`src/rtl/core/dfsv_pkg.sv`:
```
// Shared types, constants and helpers for the decaying filter sweep voice.
package dfsv_pkg;

	localparam int PhaseW      = 32;
	localparam int DigitW      = 4;
	localparam int PhaseDigits = PhaseW / DigitW;
	localparam int PhCntW      = $clog2(PhaseDigits);

	localparam int EnvW    = 17;
	localparam int DecayW  = 16;
	localparam int CutW    = 17;
	localparam int GainW   = 16;
	localparam int SampleW = 16;
	localparam int CfgW    = 17;
	localparam int CfgIdxW = 2;

	localparam int McandW  = 18;
	localparam int MplierW = 17;
	localparam int ProdW   = McandW + MplierW - 1;
	localparam int MulCntW = $clog2(MplierW);

	localparam logic [CfgIdxW-1:0] CfgWave  = 2'd0;
	localparam logic [CfgIdxW-1:0] CfgDecay = 2'd1;
	localparam logic [CfgIdxW-1:0] CfgCut   = 2'd2;
	localparam logic [CfgIdxW-1:0] CfgGain  = 2'd3;

	localparam logic [DecayW-1:0] DecayRst = 16'd65000;
	localparam logic [CutW-1:0]   CutRst   = 17'd32768;
	localparam logic [GainW-1:0]  GainRst  = 16'd16384;

	localparam logic [EnvW-1:0] EnvFull = 17'd65536;
	localparam logic [CutW-1:0] CutMin  = 17'd655;
	localparam logic [CutW-1:0] CutMax  = 17'd65536;

	typedef enum logic [2:0] {
		ST_IDLE,
		ST_ENV,
		ST_FSTART,
		ST_FILT,
		ST_GSTART,
		ST_GAIN,
		ST_OUT
	} voice_st_t;

	typedef struct packed {
		logic                     start;
		logic signed [McandW-1:0] mcand;
		logic [MplierW-1:0]       mplier;
	} mul_req_t;

	function automatic logic signed [SampleW-1:0] sat16(input logic signed [20:0] v);
		logic signed [20:0] hi;
		logic signed [20:0] lo;
		hi = 21'sd32767;
		lo = -21'sd32768;
		if (v > hi)
			sat16 = 16'sh7fff;
		else if (v < lo)
			sat16 = 16'sh8000;
		else
			sat16 = v[SampleW-1:0];
	endfunction

endpackage

```
`src/rtl/core/decaying_filter_sweep_voice_core.sv`:
```
// Top level of the decaying filter sweep voice: control sequencer and registers.
//
// One request per sample: a 32-bit phase step and a note trigger; one 16-bit
// signed sample comes back per request. Requests are handled one at a time:
// the next is taken only once the last sample is in the output register. The
// pace is set by the shared bit-serial multiplier, which makes three passes
// per sample (envelope decay, lowpass update, output gain); the phase is
// advanced 4 bits a cycle during the first pass. A finished sample sits in
// the output register, so a new request is taken while it waits. The user must
// write configuration registers only between samples; the block does not enforce it.
module decaying_filter_sweep_voice_core (
	input  logic                             clk,
	input  logic                             arst_n,
	input  logic                             s_tvalid,
	output logic                             s_tready,
	input  logic [31:0]                      s_tdata,   // [31:0] phase_step
	input  logic [0:0]                       s_tuser,   // [0] note_trigger
	output logic                             m_tvalid,
	input  logic                             m_tready,
	output logic [15:0]                      m_tdata,   // [15:0] sample_out
	input  logic                             cfg_we,
	input  logic [dfsv_pkg::CfgIdxW-1:0]     cfg_addr,
	input  logic [dfsv_pkg::CfgW-1:0]        cfg_wdata
);
	import dfsv_pkg::*;

	voice_st_t st_q, st_d;

	logic              wave_sel_q;
	logic [DecayW-1:0] decay_q;
	logic [CutW-1:0]   cut_base_q;
	logic [GainW-1:0]  gain_q;

	logic [EnvW-1:0]           env_q;
	logic signed [SampleW-1:0] lp_q;
	logic                      m_tvalid_q;
	logic [SampleW-1:0]        m_tdata_q;

	mul_req_t                mreq;
	logic                    mdone;
	logic signed [ProdW-1:0] mprod;
	logic                    ph_busy;
	logic [PhaseW-1:0]       phase;

	logic                      accept;
	logic [EnvW-1:0]           env_start;
	logic [CutW:0]             cut_sum;
	logic [CutW-1:0]           cut;
	logic signed [SampleW-1:0] raw;
	logic signed [SampleW:0]   diff;
	logic signed [20:0]        lp_sum;
	logic signed [SampleW-1:0] lp_next;
	logic signed [SampleW-1:0] y_sat;
	logic                      env_ld;
	logic                      lp_ld;
	logic                      out_ld;

	dfsv_smul u_smul (
		.clk   (clk),
		.arst_n(arst_n),
		.req   (mreq),
		.done  (mdone),
		.prod  (mprod)
	);

	dfsv_phase u_phase (
		.clk   (clk),
		.arst_n(arst_n),
		.start (accept),
		.step  (s_tdata),
		.busy  (ph_busy),
		.phase (phase)
	);

	assign s_tready = (st_q == ST_IDLE);
	assign accept   = s_tvalid && s_tready;

	always_comb begin
		env_start = s_tuser[0] ? EnvFull : env_q;

		cut_sum = {1'b0, cut_base_q} + {2'b00, env_q[EnvW-1:1]};
		if (cut_sum > {1'b0, CutMax})
			cut = CutMax;
		else if (cut_sum < {1'b0, CutMin})
			cut = CutMin;
		else
			cut = cut_sum[CutW-1:0];

		if (wave_sel_q)
			raw = phase[PhaseW-1] ? 16'sh8000 : 16'sh7fff;
		else
			raw = {~phase[PhaseW-1], phase[PhaseW-2:PhaseW-SampleW]};
		diff = {raw[SampleW-1], raw} - {lp_q[SampleW-1], lp_q};

		lp_sum  = {{5{lp_q[SampleW-1]}}, lp_q} + {{3{mprod[ProdW-1]}}, mprod[ProdW-1:16]};
		lp_next = sat16(lp_sum);
		y_sat   = sat16({mprod[ProdW-1], mprod[ProdW-1:14]});
	end

	always_comb begin
		st_d   = st_q;
		mreq   = '0;
		env_ld = 1'b0;
		lp_ld  = 1'b0;
		out_ld = 1'b0;
		case (st_q)
			ST_IDLE: begin
				if (accept) begin
					mreq.start  = 1'b1;
					mreq.mcand  = {1'b0, env_start};
					mreq.mplier = {1'b0, decay_q};
					st_d        = ST_ENV;
				end
			end
			ST_ENV: begin
				// phase finishes well before the multiplier
				if (mdone && !ph_busy) begin
					env_ld = 1'b1;
					st_d   = ST_FSTART;
				end
			end
			ST_FSTART: begin
				mreq.start  = 1'b1;
				mreq.mcand  = {diff[SampleW], diff};
				mreq.mplier = cut;
				st_d        = ST_FILT;
			end
			ST_FILT: begin
				if (mdone) begin
					lp_ld = 1'b1;
					st_d  = ST_GSTART;
				end
			end
			ST_GSTART: begin
				mreq.start  = 1'b1;
				mreq.mcand  = {{2{lp_q[SampleW-1]}}, lp_q};
				mreq.mplier = {1'b0, gain_q};
				st_d        = ST_GAIN;
			end
			ST_GAIN: begin
				if (mdone)
					st_d = ST_OUT;
			end
			ST_OUT: begin
				if (!m_tvalid_q || m_tready) begin
					out_ld = 1'b1;
					st_d   = ST_IDLE;
				end
			end
			default: st_d = ST_IDLE;
		endcase
	end

	always_ff @(posedge clk or negedge arst_n) begin
		if (!arst_n)
			st_q <= ST_IDLE;
		else
			st_q <= st_d;
	end

	always_ff @(posedge clk or negedge arst_n) begin
		if (!arst_n) begin
			wave_sel_q <= 1'b0;
			decay_q    <= DecayRst;
			cut_base_q <= CutRst;
			gain_q     <= GainRst;
		end else if (cfg_we) begin
			case (cfg_addr)
				CfgWave:  wave_sel_q <= cfg_wdata[0];
				CfgDecay: decay_q    <= cfg_wdata[DecayW-1:0];
				CfgCut:   cut_base_q <= cfg_wdata[CutW-1:0];
				CfgGain:  gain_q     <= cfg_wdata[GainW-1:0];
				default:  ;
			endcase
		end
	end

	always_ff @(posedge clk or negedge arst_n) begin
		if (!arst_n) begin
			env_q <= '0;
			lp_q  <= '0;
		end else begin
			if (env_ld)
				env_q <= mprod[EnvW+15:16];
			if (lp_ld)
				lp_q <= lp_next;
		end
	end

	always_ff @(posedge clk or negedge arst_n) begin
		if (!arst_n)
			m_tvalid_q <= 1'b0;
		else if (out_ld)
			m_tvalid_q <= 1'b1;
		else if (m_tready)
			m_tvalid_q <= 1'b0;
	end

	always_ff @(posedge clk) begin
		if (out_ld)
			m_tdata_q <= y_sat;
	end

	assign m_tvalid = m_tvalid_q;
	assign m_tdata  = m_tdata_q;

endmodule

```
`src/rtl/core/dfsv_smul.sv`:
```
// Bit-serial signed-by-unsigned shift-add multiplier, one multiplier bit per cycle.
module dfsv_smul (
	input  logic                             clk,
	input  logic                             arst_n,
	input  dfsv_pkg::mul_req_t               req,
	output logic                             done,
	output logic signed [dfsv_pkg::ProdW-1:0] prod
);
	import dfsv_pkg::*;

	logic signed [McandW-1:0] mcand_q;
	logic signed [McandW:0]   acc_q;
	logic [MplierW-1:0]       mpl_q;
	logic [MulCntW-1:0]       cnt_q;
	logic                     busy_q;
	logic                     done_q;
	logic signed [McandW:0]   sum;

	always_comb begin
		sum = acc_q + (mpl_q[0] ? {mcand_q[McandW-1], mcand_q} : '0);
	end

	always_ff @(posedge clk or negedge arst_n) begin
		if (!arst_n) begin
			busy_q <= 1'b0;
			done_q <= 1'b0;
			cnt_q  <= '0;
		end else begin
			done_q <= 1'b0;
			if (req.start) begin
				busy_q <= 1'b1;
				cnt_q  <= MulCntW'(MplierW - 1);
			end else if (busy_q) begin
				if (cnt_q == '0) begin
					busy_q <= 1'b0;
					done_q <= 1'b1;
				end else begin
					cnt_q <= cnt_q - 1'b1;
				end
			end
		end
	end

	always_ff @(posedge clk) begin
		if (req.start) begin
			mcand_q <= req.mcand;
			acc_q   <= '0;
			mpl_q   <= req.mplier;
		end else if (busy_q) begin
			acc_q <= {sum[McandW], sum[McandW:1]};
			mpl_q <= {sum[0], mpl_q[MplierW-1:1]};
		end
	end

	assign done = done_q;
	assign prod = {acc_q[McandW-2:0], mpl_q};

endmodule

```
`src/rtl/core/dfsv_phase.sv`:
```
// Digit-serial phase accumulator, one 4-bit digit per cycle with a carry flop.
module dfsv_phase (
	input  logic                          clk,
	input  logic                          arst_n,
	input  logic                          start,
	input  logic [dfsv_pkg::PhaseW-1:0]   step,
	output logic                          busy,
	output logic [dfsv_pkg::PhaseW-1:0]   phase
);
	import dfsv_pkg::*;

	logic [PhaseW-1:0] phase_q;
	logic [PhaseW-1:0] step_q;
	logic              carry_q;
	logic [PhCntW-1:0] cnt_q;
	logic              busy_q;
	logic [DigitW:0]   dsum;

	always_comb begin
		dsum = {1'b0, phase_q[DigitW-1:0]} + {1'b0, step_q[DigitW-1:0]} + (DigitW+1)'(carry_q);
	end

	always_ff @(posedge clk or negedge arst_n) begin
		if (!arst_n) begin
			phase_q <= '0;
			busy_q  <= 1'b0;
			cnt_q   <= '0;
			carry_q <= 1'b0;
		end else if (start) begin
			busy_q  <= 1'b1;
			cnt_q   <= PhCntW'(PhaseDigits - 1);
			carry_q <= 1'b0;
		end else if (busy_q) begin
			phase_q <= {dsum[DigitW-1:0], phase_q[PhaseW-1:DigitW]};
			carry_q <= dsum[DigitW];
			if (cnt_q == '0)
				busy_q <= 1'b0;
			else
				cnt_q <= cnt_q - 1'b1;
		end
	end

	always_ff @(posedge clk) begin
		if (start)
			step_q <= step;
		else if (busy_q)
			step_q <= {{DigitW{1'b0}}, step_q[PhaseW-1:DigitW]};
	end

	assign busy  = busy_q;
	assign phase = phase_q;

endmodule

```
`config.mk`:
```
export PLATFORM = sky130hd
export DESIGN_NAME = decaying_filter_sweep_voice_core
export DESIGN_NICKNAME = d
export VERILOG_FILES = /design/src/rtl/core/dfsv_pkg.sv /design/src/rtl/core/decaying_filter_sweep_voice_core.sv /design/src/rtl/core/dfsv_smul.sv /design/src/rtl/core/dfsv_phase.sv
export SDC_FILE = /design/constraint.sdc
export NUM_CORES = 1
export LEC_CHECK = 0
export ABC_AREA = 1
export CORE_ASPECT_RATIO = 1.75
export CORE_UTILIZATION = 63
export DETAILED_ROUTE_END_ITERATION = 10
export DONT_BUFFER_PORTS = 1
export GPL_ROUTABILITY_DRIVEN = 0
export HOLD_SLACK_MARGIN = 0.08
export PLACE_DENSITY = 0.77
export RECOVER_POWER = 100
export SETUP_SLACK_MARGIN = 0.05
export SLEW_MARGIN = 15
export SYNTH_ARGS = -nofsm -noshare
export SYNTH_HDL_FRONTEND = slang
export SYNTH_SLANG_ARGS = --single-unit
```
`constraint.sdc`:
```
create_clock -name clk -period 5.1 [get_ports clk]
set_clock_uncertainty 0.2 [all_clocks]
set_input_delay 1.02 -clock clk [delete_from_list [all_inputs] [get_ports clk]]
set_output_delay 1.02 -clock clk [all_outputs]
set_load 0.02 [all_outputs]
```
# After elaboration in Yosys (flattened, before gate mapping)
# Cells that the tools add are included.
# op_classes
add_sub_neg	8
mux	46
bitwise	2
order_cmp	6
n_eq_ne	16
n_reduce_logical	20
# ops
op	count
36-bit case mux with 3 select lines	1
17-bit 2-to-1 mux	5
16-bit 2-to-1 mux	5
32-bit 2-to-1 mux	2
36-bit 2-to-1 mux	1
3-bit 2-to-1 mux	8
3-bit case mux with 7 select lines	1
20-bit by 16-bit > comparator with 1-bit output (second input constant)	1
20-bit by 16-bit less-than comparator with 1-bit output (second input constant)	1
16-bit by 18-bit adder with 19-bit output	1
19-bit adder	1
19-bit by 16-bit > comparator with 1-bit output (second input constant)	1
19-bit by 16-bit less-than comparator with 1-bit output (second input constant)	1
1-bit 2-to-1 mux	19
19-bit 2-to-1 mux	1
17-bit by 16-bit adder with 18-bit output	1
18-bit by 17-bit > comparator with 1-bit output (second input constant)	1
18-bit by 10-bit less-than comparator with 1-bit output (second input constant)	1
16-bit by 16-bit subtractor with 17-bit output	1
5-bit 2-to-1 mux	3
2-bit AND reduction	7
3-bit equality test (second input constant)	3
2-bit != test (second input constant)	4
3-bit by 2-bit equality test with 1-bit output (second input constant)	2
17 further kinds	26
# word_totals
inputBits	57
output_inout_bits	18
register_bits	232
word_cells	118

# Depth between registers and ports, before layout
# logic_depth
word_depth	7
mapped_depth	19
mapped_depth_nobuf	19

# Hierarchy
# From an unflattened synthesis, not the netlist that was laid out.
# unflattened
hier_cells	1882
area_unflattened_um2	14372.5
# modules_own_cells
mod	seq_area_each_um2	n_inst	cells_per_inst	area_per_inst_um2
decaying_filter_sweep_voice_core	2673.8	1	1118	7812.5
dfsv_smul	1586.5	1	456	3564.7
dfsv_phase	1886.8	1	308	2995.4

# Worst setup path after synthesis
# No wires, ideal clock.
# synth_path
path_kind	input to register
from	input port s_tvalid
to	register u_phase.step_q[0], enable pin
n_path_buf	2
arrival_ns	2.330
path_slack_ns	2.180
cell_stages	6
setup_ns	0.390
required_time_ns	4.510
cell_sequence	inv_1 -> nor2_2 -> buf_2 -> inv_2 -> buf_2 -> nand2_1
# synth_via
elab_chain_cells	2
# synth_rtl
element	line_no	rtl
start, declared	decaying_filter_sweep_voice_core.sv:14	input logic s_tvalid,
1-bit logical AND	decaying_filter_sweep_voice_core.sv:76	assign accept = s_tvalid && s_tready;
2-bit nonzero test (no source line)	--	
end signal, assigned	dfsv_phase.sv:45	step_q <= step;
end signal, assigned	dfsv_phase.sv:47	step_q <= {{DigitW{1'b0}}, step_q[PhaseW-1:DigitW]};
end, declared	dfsv_phase.sv:13	logic [PhaseW-1:0] step_q;
# No other way between the ends.
# A chain may end at the register's enable or synchronous reset.

# Worst setup path in the final report
# layout_path
from	register st_q[2]
to	register u_smul.mpl_q[0], enable pin
# layout_via
elab_chain_cells	5
elab_cells_between_ends	7
cone_classes	eq/ne (2); mux (2); reduce/logical (3)
# layout_rtl
element	line_no	rtl
start, declared	decaying_filter_sweep_voice_core.sv:27	voice_st_t st_q, st_d;
start signal, assigned	decaying_filter_sweep_voice_core.sv:158	st_q <= st_d;
3-bit zero test	decaying_filter_sweep_voice_core.sv:75, decaying_filter_sweep_voice_core.sv:106	
1-bit logical AND	decaying_filter_sweep_voice_core.sv:76	
36-bit 2-to-1 mux	decaying_filter_sweep_voice_core.sv:108	if (accept) begin
36-bit case mux with 3 select lines (*)	decaying_filter_sweep_voice_core.sv:106	case (st_q)
2-bit nonzero test (no source line) (*)	--	
end signal, assigned	dfsv_smul.sv:48	mpl_q <= req.mplier;
end signal, assigned	dfsv_smul.sv:51	mpl_q <= {sum[0], mpl_q[MplierW-1:1]};
end, declared	dfsv_smul.sv:13	logic [MplierW-1:0] mpl_q;
# Mark *: on every way between the ends. The rest lies on a longest branch, timed or not.

==> out/results.tsv <==
metric	value	unit
die-area	22500	sq um
hold_class	in -> async	
yosys.area.top_type	dfrtp_1	
postRouteAntennaNets	0	
startpoint_type	flop	
clk_pin_slew	0.06	ns
syn-num-nets	1876	
p_sw	4.017	mW
slew_headroom	-1.024	
vias	11520	
pin_count	75	
antenna_cells	0	
antenna_found_initial	0	
rows	71	
worst_pin_slew	3.035	ns
area_growth	6.234	%
leakage	7.363	nW
wl	35270	microns
die_height	197.7	microns
synth_cells	1738	
clockBufferDepth	3	
cp-end-kind	flop	
synth.cell_area	13790	sq um
worstSkewPairLatency	0.54	ns
power_frac_clock	0.177	
clock-root-buffer	clkbuf_16	
final_nets	1864	
gr-total-overflow	0	
critPathArrivalTime	4.09	ns
maxCapViolCount	5	
path_class	reg -> reg	
cts_htree_levels	1	
remaining_drc_errors	0	
grt_max_degree	119	
ir_drop	0.0004313	V
violations	max-capacitance violations, max-slew violations	
hold_violations	0	
via_per_inst	5.661	
port_buffers	0	
rsz0062_at_grt	no	
ys_seq_elements	232	
grt_pass1_vias	11340	
power_density	624.9	nW/um^2
p_int	5.136	mW
coreArea	21500	sq um
drive_gt1_frac	0.06827	
tns	0	ns
pwr-share-seq	0.367	
synth_cell_types	62	
cts_buffers	23	
synth_area_leaders	dfrtp_1 21%, edfxtp_1 18%, nand2_1 15%, ha_1 6.8%, inv_1 6.1%	
grt_pass1_wl	56190	microns
drt_pass1_iterations	5	
crit_required	5.06	ns
drv_slew	201	
post_cts_buffers	0	
status	complete, but fails checks	
ys_seq_area_frac	0.4459	
switching_share	0.4388	
p_comb_frac	0.456	
totalPowerFinal	9.153	mW
cp_max_fo	31	
initial_core_util	0.6413	
min_period	4.139	ns
timing.hold.ws	0.1332	ns
syn_area_per_cell	7.933	sq um
fmax	241.6	MHz
dp.cells	1992	
hpwl	26140	microns
cts_tree	done	
post_drt_wl_per_cell	17.33	microns
setup_viol	0	
timing.final.crit_share	0.8115	
synth_warnings	0	
synth_top_cell_area_share	0.2142	
gr-usage-all-layers	0.3236	
finalNonFillerCells	2035	
fp.dieW	113.8	microns
cts_sinks	232	
drt_iter0_drc	783	
worst_r2r_path_depth	8	
cells in the mapped netlist (all sizes together):
master     n
a211o      1
a211oi     3
a21boi     2
a21o       9
a21oi    109
a221oi     5
a22oi     11
a31o       1
a31oi      6
a32oi      1
a41oi      1
and2       5
and3       1
buf       15
clkbuf    34
clkinv     2
dfrtp    118
dfstp     13
dfxtp     18
edfxtp    83
fa         6
ha        75
inv      236
mux2       2
nand2    576
nand3     75
nand3b     5
nand4     19
nor2      87
nor3      12
o2111ai    1
o211ai     2
o21ai    144
o21ba      1
o21bai     6
o221ai     2
o22ai      6
o31ai      3
o32ai      1
o41ai      1
or2        8
xnor2      6
xor2      26
final cells by class:
class	instances	area [sq um]
Fill cell	1849	6852
Multi-Input combinational cell	1219	6477
Sequential cell	232	6147
Inverter	238	893.4
Clock buffer	36	665.6
Tap cell	292	365.4
Timing Repair Buffer	12	65.06
Clock inverter	6	32.53
critical path, cell delays in order (launching register included):
cell	delay [ns]
dfrtp_1	0.42
inv_1	0.16
nand2_1	0.17
nor2_4	0.42
nor3_4	0.06
clkinv_1	0.06
clkbuf_1	1.30
nor2_2	0.17
inv_1	0.78
power groups by stage:
stage | clock network (mW) | logic (mW) | registers (mW)
after floorplan | 0 | 3.26 | 3.13
after detailed placement | 0 | 4.13 | 3.36
final | 1.62 | 4.17 | 3.36
after CTS | 1.64 | 4.18 | 3.33
after global routing | 1.70 | 4.73 | 3.41
after global placement | 0 | 4.03 | 3.34
flip-flops by register name, indices dropped and copies added, names as in the netlist:
| name | count |
|---|---|
| cut_base_q | 17 |
| decay_q | 16 |
| env_q | 17 |
| gain_q | 16 |
| lp_q | 16 |
| m_tdata | 16 |
| m_tvalid | 1 |
| st_q | 3 |
| u_phase.busy | 1 |
| u_phase.carry_q | 1 |
| u_phase.cnt_q | 3 |
| u_phase.phase | 32 |
| u_phase.step_q | 32 |
| u_smul.acc_q | 18 |
| u_smul.busy_q | 1 |
| u_smul.cnt_q | 5 |
| u_smul.done | 1 |
| u_smul.mcand_q | 18 |
| u_smul.mpl_q | 17 |
| wave_sel_q | 1 |
cell usage in the layout, fill, tap and decap left out, types with 24 or more instances in the layout:
cell         n
o21ai_0    144
nand3_1     66
nor2_1      81
a21oi_1    107
edfxtp_1    83
dfrtp_1    118
nand2_1    552
ha_1        75
clkbuf_16   24
inv_1      226
kinds of logic after synthesis:
family | share of synthesized area
flops | 0.4459
xor+xnor | 0.02196
compound gates | 0.1292
fa+ha+maj | 0.07678
simple gates | 0.2429
buf+inv | 0.08159
mux | 0.001633
repair_timing:
| item | CTS | global route |
|---|---|---|
| resized for setup | 0 | 0 |
| hold endpoints to repair | 118 | 0 |
| hold buffers | 1 | 0 |
per-stage QoR:
stage          utilization  cell area [sq um]  setup slack [ns]
3_3_place_gp        0.6520              14020             1.721
2_1_floorplan            -              13790             2.180
4_1_cts             0.6857              14740             1.785
6_report            0.6813              14650            0.9615
5_1_grt             0.6813              14650            0.7318
3_5_place_dp        0.6520              14020             1.675
routing by layer:
metal  routed length, microns  vias to the layer above  track usage
li1                         -                     5627            -
met1                    12890                     5388       0.3643
met2                    18000                      367       0.5705
met3                     1870                      138      0.03949
met4                     2508                        0       0.2165
met5                        0                        -            0
final timing paths:
kind / startpoint / slack (ns) / to
min: arst_n / 0.13 / decay_q[14]
max in group asynchronous: arst_n / 1.66 / lp_q[5]
max reg2reg: st_q[2] / 0.96 / u_smul.mpl_q[0]
min reg2reg: u_smul.acc_q[17] / 0.28 / u_smul.acc_q[17]
min in group clk: u_smul.acc_q[17] / 0.28 / u_smul.acc_q[17]
max: st_q[2] / 0.96 / u_smul.mpl_q[0]
Note: power is estimated with default switching activity, not from simulation.
